===== src/design/rscx_divsqrt.sv =====
module rscx_divsqrt (
  input  logic        clk_i,
  input  logic        rst_ni,
  input  logic        start_i,
  input  logic        sqrt_i,
  input  logic [31:0] a_i,
  input  logic [31:0] b_i,
  output logic        done_o,
  output logic [31:0] result_o
);
  localparam logic [5:0] DivSteps  = 6'd32;
  localparam logic [5:0] SqrtSteps = 6'd16;

  logic        busy_q, busy_d, done_d, sqrt_q, sqrt_d;
  logic [5:0]  cnt_q, cnt_d;
  logic [32:0] rem_q, rem_d;
  logic [31:0] quo_q, quo_d, bit_q, bit_d, div_q, div_d;
  logic [32:0] rem_sh, diff;
  logic [31:0] trial;

  assign result_o = quo_q;

  always_comb begin
    busy_d = busy_q;
    done_d = 1'b0;
    sqrt_d = sqrt_q;
    cnt_d  = cnt_q;
    rem_d  = rem_q;
    quo_d  = quo_q;
    bit_d  = bit_q;
    div_d  = div_q;
    rem_sh = {rem_q[31:0], quo_q[31]};
    diff   = rem_sh - {1'b0, div_q};
    trial  = quo_q + bit_q;
    if (start_i) begin
      busy_d = 1'b1;
      sqrt_d = sqrt_i;
      cnt_d  = sqrt_i ? SqrtSteps : DivSteps;
      div_d  = b_i;
      bit_d  = 32'h4000_0000;
      if (sqrt_i) begin
        rem_d = {1'b0, a_i};
        quo_d = 32'd0;
      end else begin
        rem_d = 33'd0;
        quo_d = a_i;
      end
    end else if (busy_q) begin
      if (sqrt_q) begin
        if (rem_q[31:0] >= trial) begin
          rem_d = {1'b0, rem_q[31:0] - trial};
          quo_d = (quo_q >> 1) + bit_q;
        end else begin
          quo_d = quo_q >> 1;
        end
        bit_d = bit_q >> 2;
      end else if (!diff[32]) begin
        rem_d = diff;
        quo_d = {quo_q[30:0], 1'b1};
      end else begin
        rem_d = rem_sh;
        quo_d = {quo_q[30:0], 1'b0};
      end
      cnt_d = cnt_q - 6'd1;
      if (cnt_q == 6'd1) begin
        busy_d = 1'b0;
        done_d = 1'b1;
      end
    end
  end

  always_ff @(posedge clk_i or negedge rst_ni) begin
    if (!rst_ni) begin
      busy_q <= 1'b0;
      done_o <= 1'b0;
      cnt_q  <= '0;
    end else begin
      busy_q <= busy_d;
      done_o <= done_d;
      cnt_q  <= cnt_d;
    end
  end

  always_ff @(posedge clk_i) begin
    sqrt_q <= sqrt_d;
    rem_q  <= rem_d;
    quo_q  <= quo_d;
    bit_q  <= bit_d;
    div_q  <= div_d;
  end
endmodule


===== config.mk =====
export PLATFORM = sky130hd
export DESIGN_NAME = rscx_divsqrt
export DESIGN_NICKNAME = d
export VERILOG_FILES = /design/src/design/rscx_divsqrt.sv
export SDC_FILE = /design/constraint.sdc
export NUM_CORES = 1
export LEC_CHECK = 0
export ABC_AREA = 1
export BUFFER_PORTS_ARGS = -buffer_cell sky130_fd_sc_hd__buf_2
export CORE_ASPECT_RATIO = 1.4
export CORE_MARGIN = 2
export CORE_UTILIZATION = 40
export DETAILED_ROUTE_END_ITERATION = 10
export HOLD_SLACK_MARGIN = 0.03
export PLACE_DENSITY = 0.63
export SETUP_SLACK_MARGIN = 0.2
export SLEW_MARGIN = 20
export SYNTH_ARGS = -nofsm -noshare
export SYNTH_HDL_FRONTEND = slang
export SYNTH_SLANG_ARGS = --single-unit

===== constraint.sdc =====
create_clock -name clk_i -period 5.2 [get_ports clk_i]
set_input_delay 0.78 -clock clk_i [delete_from_list [all_inputs] [get_ports clk_i]]
set_output_delay 0.78 -clock clk_i [all_outputs]
set_load 0.005 [all_outputs]

==> results.txt <==
* Data arrival time at the worst-slack endpoint: 4760 ps
- Detailed placement finished with a half-perimeter wire length of 40350 um.
* Max-Cap Viols: 0
- Share of synthesized registers carrying an async set or reset: 6.612%
- For this configuration, the core starts out at a cell density of 40.29%.
* Clock tree from TritonCTS: built
* Final worst path period share: 87.37%
- Post-synthesis instance total: 2236
- The max-slew violation total from the final report is 0.
- In this run the power density over the cells is 608.4 nW/um^2.
* Antenna Violating Nets Remaining: 0
- The core region is 33930 um^2.
* Wire length of the first global-routing pass: 77580 um
- Setup violations remaining at the end of the flow were counted as 0.
- The top cell type by area accounts for 22.15% of the synthesized area.
* Static leakage power: 7.796 nW
- Synthesis inferred 121 register bits.
- Per-instance average area after synthesis: 6.115 um^2
* Peak supply drop: 0.2808 mV
- The synthesized netlist occupies a cell area of 13670 um^2.
* Slew margin rel.: 27.88%
* Routed length per placed instance: 18.03 um
- For this run, the top clock speed supported by timing is 0.2201 GHz.
- The root buffer cell chosen for the clock tree is sky130_fd_sc_hd__clkbuf_16.
- Total negative setup slack: 0 ps
- Die ar.: 35700 um^2
- Worst slack after detailed placement: 490.6 ps
- At the pin with the least slew margin, the transition time is 1081 ps.
- Floorplan die width: 160.3 um
* Capturing point of the worst reg2reg path: result_o[14]
* First-pass iteration count of the detailed router: 6
- Setup repair after global routing left no endpoint under its margin.
- By startpoint and endpoint, the worst setup path is classified as reg2reg.
* Number of antenna violations at the first check in global routing: 1
- Final Worst Setup Slack: 656.7 ps
- The worst hold path belongs to the class in2async.
* Maximum number of pins on one net before global-route repair: 70
- Number of enable-type register cells in the synthesized netlist: 97
- Final nets: 2495
- After detailed routing, the number of remaining DRC violations is 0.
- In this run the vertical extent of the chip is 222.8 um.
- Worst Setup Start Kind: flop
- In this run, the number of DRC markers left after iteration 0 of detailed routing was 1117.
* Count of input and output buffers: 100
* Clock latency on the worst-skew pair: 470 ps
- Clock-pin slew was measured on the worst setup and hold paths at 80 ps.
- After synthesis, the cell types taking the most area are sky130_fd_sc_hd__nand2_1, sky130_fd_sc_hd__edfxtp_1, sky130_fd_sc_hd__ha_1, sky130_fd_sc_hd__inv_1, sky130_fd_sc_hd__nand3_1.
* Final std cell area, no fill: 15220 um^2
- The number of nets handed over by synthesis was 2406.
- The worst setup path is captured at a flop.
- Primary flip-flop cell chosen by synthesis mapping: sky130_fd_sc_hd__edfxtp_1
- In this run the cell area measured after placement is 14610 um^2.
- Site Rows: 80
- Final Hold Viols: 0
- Num ports: 101
- 0 antenna diodes ended up in the layout.
* CP required: 5420 ps
- The flow ran to the end, and the final reports show no timing, DRC or antenna violations.
- For this run, the total global-route usage over all layers was measured as 28.21%.
* Leading area contributor after synthesis: sky130_fd_sc_hd__nand2_1
- Clock net sink count: 121
* Number of distinct library cell variants in the gate-level netlist after synthesis: 51
* Maximum fanout count along the critical path: 22
* Reg2Reg Setup Slack: 660 ps
* Hold Slack: 134.7 ps
- The routed design could run at a clock period as short as 4543 ps.
- Buffers inserted during clock tree synthesis total 17.
- For the worst flop-to-flop path, the logic depth is 26.
* Sequential-to-total area share from yosys stat: 25.11%
* Maximum clock skew at final layout: 16.18 ps
- DR vias/cell: 5.302
- Global routing finished with a remaining overflow of 0.
* Largest buffer count on any clock path: 2
- For this block, the routed nets add up to 50290 um of wire.
* Ratio of cells with drive above 1 in the final layout: 8.255%
* Final weighted congestion in routability-driven placement: 0.9750
- Across all layers, the routed design uses 14788 vias.
- H-tree depth: 4
* Synth warn: 0
- Synth-to-layout area growth: 11.31%
* Reg-to-reg critical path startpoint: result_o[2]
- The via count of the first global-routing pass is 14746.
[synth_stat cells (11+ instances only)]
master,n
sky130_fd_sc_hd__nand2_1,807
sky130_fd_sc_hd__inv_1,314
sky130_fd_sc_hd__nand3_1,199
sky130_fd_sc_hd__nor2_1,185
sky130_fd_sc_hd__a21oi_1,123
sky130_fd_sc_hd__o21ai_0,110
sky130_fd_sc_hd__ha_1,100
sky130_fd_sc_hd__edfxtp_1,97
sky130_fd_sc_hd__xor2_1,33
sky130_fd_sc_hd__nand4_1,30
sky130_fd_sc_hd__nand3b_1,24
sky130_fd_sc_hd__clkbuf_1,22
sky130_fd_sc_hd__nor3_1,22
sky130_fd_sc_hd__xnor2_1,18
sky130_fd_sc_hd__dfxtp_1,16
sky130_fd_sc_hd__o21ai_1,14
sky130_fd_sc_hd__nand2_2,11
sky130_fd_sc_hd__or2_2,11
[flip-flops by register name, summed over array words and instances, names as in the netlist]
name      flops
div_q        32
rem_q        32
result_o     32
bit_q        16
cnt_q         6
busy_q        1
done_o        1
sqrt_q        1
[worst max-delay path, stage by stage (launching register included)]
cell and delay, ps:
sky130_fd_sc_hd__edfxtp_1 480, sky130_fd_sc_hd__ha_1 380, sky130_fd_sc_hd__nand3_1 80, sky130_fd_sc_hd__nand2_1 100, sky130_fd_sc_hd__nand3_1 70, sky130_fd_sc_hd__nand2_1 120
sky130_fd_sc_hd__nand2_1 60, sky130_fd_sc_hd__nand2_1 100, sky130_fd_sc_hd__nand2_1 60, sky130_fd_sc_hd__nand2_1 190, sky130_fd_sc_hd__nand2_1 80, sky130_fd_sc_hd__nand2_1 210
sky130_fd_sc_hd__a21oi_1 120, sky130_fd_sc_hd__xor2_1 170, sky130_fd_sc_hd__ha_1 410, sky130_fd_sc_hd__nand2_1 120, sky130_fd_sc_hd__nor2_1 240, sky130_fd_sc_hd__nand2_1 100
sky130_fd_sc_hd__nor2_1 200, sky130_fd_sc_hd__nand2_4 200, sky130_fd_sc_hd__nand2_8 240, sky130_fd_sc_hd__buf_4 170, sky130_fd_sc_hd__nand2_1 70, sky130_fd_sc_hd__nand3_1 70
sky130_fd_sc_hd__o21ai_0 90, sky130_fd_sc_hd__nand2_1 90, sky130_fd_sc_hd__nand2_1 70
[cell type report]
cell class | count | area, um^2
clock buffers | 17 | 425.4
clock inverters | 15 | 168.9
fillers | 3700 | 18710
inverters | 320 | 1201
multi-input cells | 1751 | 8808
flip-flops and latches | 121 | 3433
well taps | 451 | 564.3
repair buffers | 114 | 618.1
[routing by layer]
metal  GRT usage [%]  part of all wire [%]  up-vias
li1                -                     -     7436
met1           30.60                    39     6734
met2           51.74                    50      465
met3           2.669                   3.5      153
met4           18.98                   6.9        0
met5               0                     0        -
[cell families after synthesis]
group | Yosys count | synth area share (%)
flip-flops | 121 | 25.11
AND/OR/NAND/NOR | 1314 | 40.45
adder cells (fa/ha/maj) | 102 | 9.444
buffers and inverters | 365 | 10.63
XOR/XNOR | 51 | 3.267
AO/OA/AOI/OAI | 283 | 11.10
[how the worst max path moves through the flow]
stage | from | end | slack [ps] | depth (start not counted)
after floorplan | result_o[2] | rem_q[0] | 880 | 23
after global placement | result_o[2] | rem_q[29] | 550 | 22
after detailed placement | result_o[2] | result_o[14] | 490 | 25
after CTS | result_o[2] | result_o[14] | 450 | 25
after global routing | result_o[2] | result_o[14] | 200 | 25
final | result_o[2] | result_o[14] | 660 | 26
[repair_timing]
item / CTS / global route
hold buffers: 0 / 0
endpoints found under the setup margin: 0 / 59
gates resized for setup: 0 / 2
setup buffers: 0 / 0
endpoints found under the hold margin: 0 / 0
[power by group]
group          switching, mW  total (mW)  internal [mW]
combinational           4.15        6.22           2.07
clock                  0.592        1.24          0.649
sequential             0.406        1.80           1.40
[layout by cell type (no fill, tap or decap), types with 3 or more instances in the layout]
| master | instances |
|---|---|
| sky130_fd_sc_hd__a21o_1 | 4 |
| sky130_fd_sc_hd__a21oi_1 | 123 |
| sky130_fd_sc_hd__and2_1 | 5 |
| sky130_fd_sc_hd__buf_2 | 100 |
| sky130_fd_sc_hd__buf_4 | 13 |
| sky130_fd_sc_hd__clkbuf_16 | 17 |
| sky130_fd_sc_hd__clkinv_8 | 3 |
| sky130_fd_sc_hd__dfrtp_1 | 8 |
| sky130_fd_sc_hd__dfxtp_1 | 16 |
| sky130_fd_sc_hd__edfxtp_1 | 97 |
| sky130_fd_sc_hd__ha_1 | 100 |
| sky130_fd_sc_hd__inv_1 | 313 |
| sky130_fd_sc_hd__inv_2 | 6 |
| sky130_fd_sc_hd__inv_8 | 8 |
| sky130_fd_sc_hd__nand2_1 | 807 |
| sky130_fd_sc_hd__nand2_2 | 11 |
| sky130_fd_sc_hd__nand2_4 | 3 |
| sky130_fd_sc_hd__nand3_1 | 199 |
| sky130_fd_sc_hd__nand3_2 | 3 |
| sky130_fd_sc_hd__nand3b_1 | 24 |
| sky130_fd_sc_hd__nand4_1 | 30 |
| sky130_fd_sc_hd__nor2_1 | 184 |
| sky130_fd_sc_hd__nor2_2 | 5 |
| sky130_fd_sc_hd__nor3_1 | 22 |
| sky130_fd_sc_hd__nor4_1 | 4 |
| sky130_fd_sc_hd__o21a_1 | 5 |
| sky130_fd_sc_hd__o21ai_0 | 109 |
| sky130_fd_sc_hd__o21ai_1 | 15 |
| sky130_fd_sc_hd__o21bai_1 | 10 |
| sky130_fd_sc_hd__o22ai_1 | 3 |
| sky130_fd_sc_hd__or2_2 | 11 |
| sky130_fd_sc_hd__xnor2_1 | 18 |
| sky130_fd_sc_hd__xor2_1 | 33 |
[metrics by stage]
stage                     total power [mW]  cells  utilization (%)
after floorplan                      6.302   2236                -
after global placement               7.781   2756            43.04
after detailed placement             7.851   2756            43.04
after CTS                            9.127   2788            44.79
after global routing                 10.13   2789            44.85
final                                9.260   2789            44.85
No activity file was read; power rests on OpenSTA's default activity.
