<file path="config.mk">
export PLATFORM = sky130hd
export DESIGN_NAME = rscx_ram
export DESIGN_NICKNAME = d
export VERILOG_FILES = /design/src/design/rscx_ram.sv
export SDC_FILE = /design/constraint.sdc
export NUM_CORES = 1
export LEC_CHECK = 0
export ABC_AREA = 1
export BUFFER_PORTS_ARGS = -buffer_cell sky130_fd_sc_hd__buf_2
export CAP_MARGIN = 5
export CORE_ASPECT_RATIO = 0.9
export CORE_MARGIN = 2
export CORE_UTILIZATION = 37
export DETAILED_ROUTE_END_ITERATION = 10
export PLACE_DENSITY = 0.56
export REMOVE_ABC_BUFFERS = 1
export SLEW_MARGIN = 20
export SYNTH_ARGS = -nofsm -noshare
export SYNTH_HDL_FRONTEND = slang
export SYNTH_SLANG_ARGS = --single-unit
</file>
<file path="constraint.sdc">
create_clock -name clk_i -period 4.6 [get_ports clk_i]
set_input_delay 0.23 -clock clk_i [delete_from_list [all_inputs] [get_ports clk_i]]
set_output_delay 0.23 -clock clk_i [all_outputs]
set_load 0.005 [all_outputs]
</file>
<file path="src/design/rscx_ram.sv">
module rscx_ram #(
  parameter int unsigned WIDTH = 8,
  parameter int unsigned DEPTH = 16
) (
  input  logic                     clk_i,
  input  logic                     we_i,
  input  logic [$clog2(DEPTH)-1:0] addr_i,
  input  logic [WIDTH-1:0]         wdata_i,
  output logic [WIDTH-1:0]         rdata_o
);
  logic [WIDTH-1:0] mem [DEPTH];

  always_ff @(posedge clk_i) begin
    if (we_i) begin
      mem[addr_i] <= wdata_i;
    end
    rdata_o <= mem[addr_i];
  end
endmodule

</file>
==> results of run 1 <==
## kinds of logic after synthesis
group                  share of synthesized area (%)
DFF                                            71.59
and+or+nand+nor                                24.79
buffers and inverters                          3.624
## critical path, cell delays in order
cell and delay [ns]:
buf_2 0.08, buf_4 0.32, clkinv_1 0.82, nand3_1 0.61, nor2_1 0.28
## power by group through the flow
| stage | registers (mW) | logic [mW] | clock network (mW) |
|---|---|---|---|
| 4_1_cts | 1.39 | 0.164 | 1.40 |
| 6_report | 1.39 | 0.162 | 1.38 |
| 3_5_place_dp | 1.42 | 0.163 | 0 |
| 5_1_grt | 1.40 | 0.185 | 1.45 |
| 2_1_floorplan | 1.42 | 0.0791 | 0 |
| 3_3_place_gp | 1.42 | 0.163 | 0 |
## flip-flops by register name, summed over array words and instances, names as in the netlist
name,flops
rdata_o,8
mem,128
## synthesized netlist by cell type
master	count	area, µm²
clkbuf_1	3	11.26
buf_2	12	60.06
edfxtp_1	128	3844
inv_1	21	78.83
nand3_1	4	20.02
nor2_1	18	67.56
inv_2	1	3.750
dfxtp_1	8	160.2
nand2_1	346	1299
clkinv_1	1	3.750
buf_4	6	45.04
## path summary, 6_finish.rpt
check                 startpoint              endpoint  slack [ns]  cells past startpoint
max                    addr_i[1]   mem[9][5]$_DFFE_PP_        2.36                      5
min                   wdata_i[2]  mem[12][2]$_DFFE_PP_        0.24                      1
max reg2reg  mem[6][5]$_DFFE_PP_    rdata_o[5]$_DFF_P_        3.52                      8
min reg2reg  mem[8][5]$_DFFE_PP_    rdata_o[5]$_DFF_P_        0.71                      8
## metal layers
metal | global-route usage [%] | wire length [µm] | share of wire (%)
met1 | 24.41 | 6271 | 49
met2 | 26.71 | 5836 | 45
met3 | 4.151 | 664 | 5.2
met4 | 4.787 | 110 | 0.85
met5 | 0 | 0 | 0
## layout make-up
class / instances / area (µm²) / area share, %
clock buffer: 19 / 432.9 / 6.720
clock inverter: 12 / 157.7 / 2.447
inverter: 23 / 86.33 / 1.340
multi-input combinational: 368 / 1386 / 21.52
sequential: 136 / 4004 / 62.15
tap: 198 / 247.7 / 3.845
timing repair buffer: 24 / 127.6 / 1.981
==> metrics.csv, run 1 <==
stage,metric,value,unit
outcome,status,finished clean,
global_routing,antenna_found_initial,0,
route,vias,3673,
clock_network,clock-root-buffer,clkbuf_16,
placed_design,place_ws,1.949,ns
worst_setup_path,start_kind,input port,
sta,worst_pin_slew,0.9031,ns
pwr,clkPwrFrac,47.1,%
sta,finalHoldViolations,0,
global_routing,grt_pass1_wl,20070,µm
clock_network,htree_levels,4,
pwr,power.total,2.941,mW
clock_network,clkLatencyLatePin,0.41,ns
cells_and_area,syn_to_final_growth,15.19,%
cells_and_area,fillers,1429,
clock_network,cts.path.max_buffers,2,
placed_design,dpl_cell_area,0.005852,mm²
cells_and_area,drive_gt1_share,8.591,%
sta,finalCritPeriodShare,48.66,%
sta,finalCriticalPeriod,2.238,ns
route,routed_wl,12880,µm
route,drc,0,
cells_and_area,diodes,0,
worst_setup_path,path_class,input port to register,
cells_and_area,instances_no_fill,780,
global_routing,grt_pass1_vias,3581,
clock_network,cts_tree,built,
sta,slew_violations,0,
global_routing,grt-ovfl-total,0,
sta,rsz0062_at_grt,no,
floorplanning,ios,22,
logic_synthesis,postSynthAreaPerCell,10.21,µm²
placed_design,dp_cells,749,
placed_design,gp_congestion,0.8303,
hold_path,hp-class,input port to register,
route,drt_iter0_markers,338,
cells_and_area,utilization,43.63,%
route,final_antenna_net_count,0,
cells_and_area,final_cell_mix,"nand2_1 (346), edfxtp_1 (128), inv_1 (21), buf_2 (21), nor2_1 (18)",
floorplanning,initial_core_util,37.87,%
pwr,internal_power,2.320,mW
logic_synthesis,yosys_register_bits,136,
cells_and_area,final_area,0.006442,mm²
clock_network,cts_sinks,136,
sta,skew,0.008567,ns
worst_setup_path,cp.arrival,2.35,ns
sta,fin_tns_setup,0,ns
worst_setup_path,crit_fanout,35,
pwr,p_leak,2.728,nW
floorplanning,die_area,0.01612,mm²
floorplanning,chipWidth,133.6,µm
placed_design,port_buffers,21,
sta,setup_violations,0,
cells_and_area,num-nets-final,584,
route,via_per_inst,4.709,
sta,holdWs,0.2430,ns
placed_design,hpwl,8087,µm
pwr,p_per_area,456.4,mW/mm²
logic_synthesis,yosysUniqueCellTypes,11,
cells_and_area,layout_commonest_cell,nand2_1,
clock_network,post_cts.repair.setup_buffers,0,
logic_synthesis,yosysSeqAreaShare,71.59,%
floorplanning,core_area,0.01477,mm²
pwr,peakVddDrop,0.2799,mV
sta,slew_headroom,39.42,%
global_routing,grt_start_max_net_pins,38,
logic_synthesis,syn_inst,548,
worst_setup_path,end_kind,register,
pwr,combinationalPowerShare,5.5,%
sta,fin_ws,2.362,ns
pwr,power_switching,0.6202,mW
clock_network,post_cts_resized,0,
logic_synthesis,ys_warn_count,0,
clock_network,numCtsBuffers,17,
floorplanning,die_h,120.6,µm
run,drv_cap,0,
worst_setup_path,worstPathRequired,4.71,ns
pwr,seqPwrFrac,47.4,%
global_routing,grtUsageTotal,17.26,%
logic_synthesis,syn_area,0.005593,mm²
route,wl_per_cell,16.52,µm
floorplanning,rows,42,
sta,fmax,0.4467,GHz
pwr,p_sw_share,21.09,%
clock_network,clkTransAtPathRegs,0.06,ns
clock_network,hold_buffers,0,
route,drtPass1Iterations,5,
Note: power is estimated with default switching activity, not from simulation.
==> run 2: changes to the inputs <==
--- a/config.mk
+++ b/config.mk
@@ -5,14 +5,14 @@
 export SDC_FILE = /design/constraint.sdc
 export NUM_CORES = 1
 export LEC_CHECK = 0
-export ABC_AREA = 1
+export ABC_AREA = 0
 export BUFFER_PORTS_ARGS = -buffer_cell sky130_fd_sc_hd__buf_2
 export CAP_MARGIN = 5
 export CORE_ASPECT_RATIO = 0.9
 export CORE_MARGIN = 2
 export CORE_UTILIZATION = 37
 export DETAILED_ROUTE_END_ITERATION = 10
-export PLACE_DENSITY = 0.56
+export PLACE_DENSITY = 0.58
 export REMOVE_ABC_BUFFERS = 1
 export SLEW_MARGIN = 20
 export SYNTH_ARGS = -nofsm -noshare
==> constraint.sdc (replaced) <==
create_clock -name clk_i -period 1.8 [get_ports clk_i]
set_input_delay 0.09 -clock clk_i [delete_from_list [all_inputs] [get_ports clk_i]]
set_output_delay 0.09 -clock clk_i [all_outputs]
set_load 0.005 [all_outputs]
==> metrics.csv, run 2 <==
stage,metric,value,unit,change
cells_and_area,utilization,46.07,%,+2.4 points
worst_setup_path,start_kind,register,,
placed_design,gp_congestion,0.7046,,-15%
clock_network,clkLatencyLatePin,0.41,ns,about the same
worst_setup_path,end_kind,register,,
sta,rsz0062_at_grt,no,,
route,final_antenna_net_count,0,,unchanged
worst_setup_path,crit_cells,3,,-2
clock_network,cts_tree,built,,
sta,holdWs,0.07201,ns,-0.1710 ns
floorplanning,chipWidth,127.4,µm,-4.7%
clock_network,post_cts.repair.setup_buffers,0,,unchanged
clock_network,cts_sinks,136,,unchanged
cells_and_area,final_cell_mix,"edfxtp_1 (128), mux4_2 (32), buf_4 (26)",,
global_routing,grtUsageTotal,15.42,%,-1.8 points
worst_setup_path,worstPathRequired,2.09,ns,-2.62 ns
pwr,p_leak,2.068,nW,-24%
clock_network,clock-root-buffer,clkbuf_16,,
cells_and_area,largest_register,mem,,
sta,finalCritPeriodShare,75.17,%,
sta,fin_tns_setup,0,ns,unchanged
logic_synthesis,postSynthAreaPerCell,22.03,µm²,+120%
outcome,status,finished clean,,
route,wl_per_cell,22.19,µm,+34%
clock_network,numCtsBuffers,17,,unchanged
sta,worst_pin_slew,0.4706,ns,-0.4325 ns
logic_synthesis,synth_top_area_cell,edfxtp_1,,
worst_setup_path,crit_fanout,1,,-97%
global_routing,grt_pass1_vias,2557,,-29%
logic_synthesis,synthTopCellsByCount,"edfxtp_1 (128), mux4_2 (32), a22oi_1 (16)",,
floorplanning,die_area,0.01465,mm²,-9.1%
worst_setup_path,path_class,register to register,,
cells_and_area,drive_gt1_share,36.88,%,+28 points
sta,skew,0.007165,ns,-0.001402 ns
sta,slew_headroom,68.63,%,+29 points
floorplanning,core_area,0.01336,mm²,-9.5%
worst_setup_path,worst-path-buf-inv,0,,-3
pwr,p_per_area,1179,mW/mm²,+160%
clock_network,htree_levels,4,,unchanged
placed_design,port_buffers,21,,unchanged
cells_and_area,diodes,0,,unchanged
worst_setup_path,slowest_stage,mux4_2,,
global_routing,antenna_found_initial,0,,unchanged
clock_network,post_cts_resized,0,,unchanged
cells_and_area,reg_top3,"mem: 128 flops, rdata_o: 8 flops",,
logic_synthesis,yosys_register_bits,136,,unchanged
route,routed_wl,10410,µm,-19%
clock_network,hold_buffers,0,,unchanged
route,drtPass1Iterations,4,,-1
logic_synthesis,synth.area.top_cells,"edfxtp_1 (76%), mux4_2 (14%), dfxtp_1 (3.2%)",,
logic_synthesis,ys.flop_type,edfxtp_1,,
route,vias,2453,,-33%
floorplanning,initial_core_util,37.92,%,+0.046 points
logic_synthesis,syn_area,0.005067,mm²,-9.4%
floorplanning,ios,22,,unchanged
sta,fmax,0.7391,GHz,
worst_setup_path,cp_cell_sequence,"mux4_2, a22oi_1, nand2_1",,
run,drv_cap,0,,unchanged
hold_path,hp-class,input port to register,,
logic_synthesis,netlist.area_leader.share,75.85,%,+7.1 points
logic_synthesis,ys_warn_count,0,,unchanged
logic_synthesis,yosysUniqueCellTypes,18,,+7
global_routing,grt_pass1_wl,15580,µm,-22%
global_routing,grt_start_max_net_pins,40,,+5.3%
logic_synthesis,syn_inst,230,,-58%
cells_and_area,syn_to_final_growth,21.48,%,
worst_setup_path,cp.arrival,1.64,ns,-0.71 ns
route,drc,0,,unchanged
logic_synthesis,yosysSeqAreaShare,79.01,%,+7.4 points
sta,slew_violations,0,,unchanged
logic_synthesis,async_reset_ff_share,0,%,unchanged
cells_and_area,num-nets-final,302,,-48%
logic_synthesis,synthMostInstantiatedCell,edfxtp_1,,
route,drt_iter0_markers,160,,-53%
pwr,peakVddDrop,0.7443,mV,+170%
sta,finalCriticalPeriod,1.353,ns,
global_routing,grt-ovfl-total,0,,unchanged
worst_setup_path,reg2reg_depth,3,,-5
placed_design,dp_cells,437,,-42%
sta,finalHoldViolations,0,,unchanged
placed_design,hpwl,6571,µm,-19%
route,via_per_inst,5.230,,+11%
sta,setup_violations,0,,unchanged
cells_and_area,layout_commonest_cell,edfxtp_1,,
clock_network,cts.path.max_buffers,2,,unchanged
floorplanning,die_h,115.0,µm,-4.7%
logic_synthesis,synth-edff-count,128,,unchanged
hold_path,hold_depth,1,,unchanged
cells_and_area,largest_reg_flops,128,,unchanged
worst_setup_path,cp_top_family,multiplexers,,
worst_setup_path,critPathMaxStageDelay,0.45,ns,-0.37 ns
floorplanning,rows,40,,-4.8%
cells_and_area,instances_no_fill,469,,-40%
clock_network,clkTransAtPathRegs,0.06,ns,about the same
==> run 2: area by class of cell <==
class | count | area, µm²
clock inverter | 8 | 96.34
timing repair buffer | 50 | 360.3
fill | 1115 | 7207
clock buffer | 24 | 481.7
multi-input combinational | 83 | 1003
sequential | 136 | 4004
tap | 168 | 210.2
==> run 2: power breakdown <==
group          internal [mW]  switching, mW
clock network           2.14           1.20
registers               3.54         0.0237
logic                  0.155          0.192
total                   5.84           1.42
==> run 2: per-layer routing <==
layer	vias up	GRT usage (%)	share of wire (%)
met5	-	0	0
met4	0	3.663	0.90
met3	10	6.515	7.4
met2	81	23.39	48
met1	1284	20.93	44
li1	1078	-	-
==> run 2: worst paths after layout <==
path / startpoint / endpoint / slack [ns]
setup / recovery: mem[0][7]$_DFFE_PP_ / rdata_o[7]$_DFF_P_ / 0.45
hold / removal: wdata_i[2] / mem[2][2]$_DFFE_PP_ / 0.07
setup reg to reg: mem[0][7]$_DFFE_PP_ / rdata_o[7]$_DFF_P_ / 0.45
hold reg to reg: mem[12][6]$_DFFE_PP_ / rdata_o[6]$_DFF_P_ / 0.68
==> run 2: logic make-up (layout without fill, tap and decap cells) <==
group,count (synthesis),after routing,share of synthesized area (%)
AO/OA/AOI/OAI,16,16,2.370
multiplexers,32,32,14.22
AND/OR/NAND/NOR,35,35,3.210
flip-flops,136,136,79.01
buffers and inverters,11,82,1.185
==> run 2: stage by stage <==
stage	cell area [µm²]	setup WS, ns	power, mW
6_report	6156	0.4470	7.257
5_1_grt	6156	0.3871	7.514
4_1_cts	6156	0.4533	7.338
3_5_place_dp	5578	0.2943	3.985
3_3_place_gp	5578	0.3182	3.972
2_1_floorplan	5007	0.2171	3.769
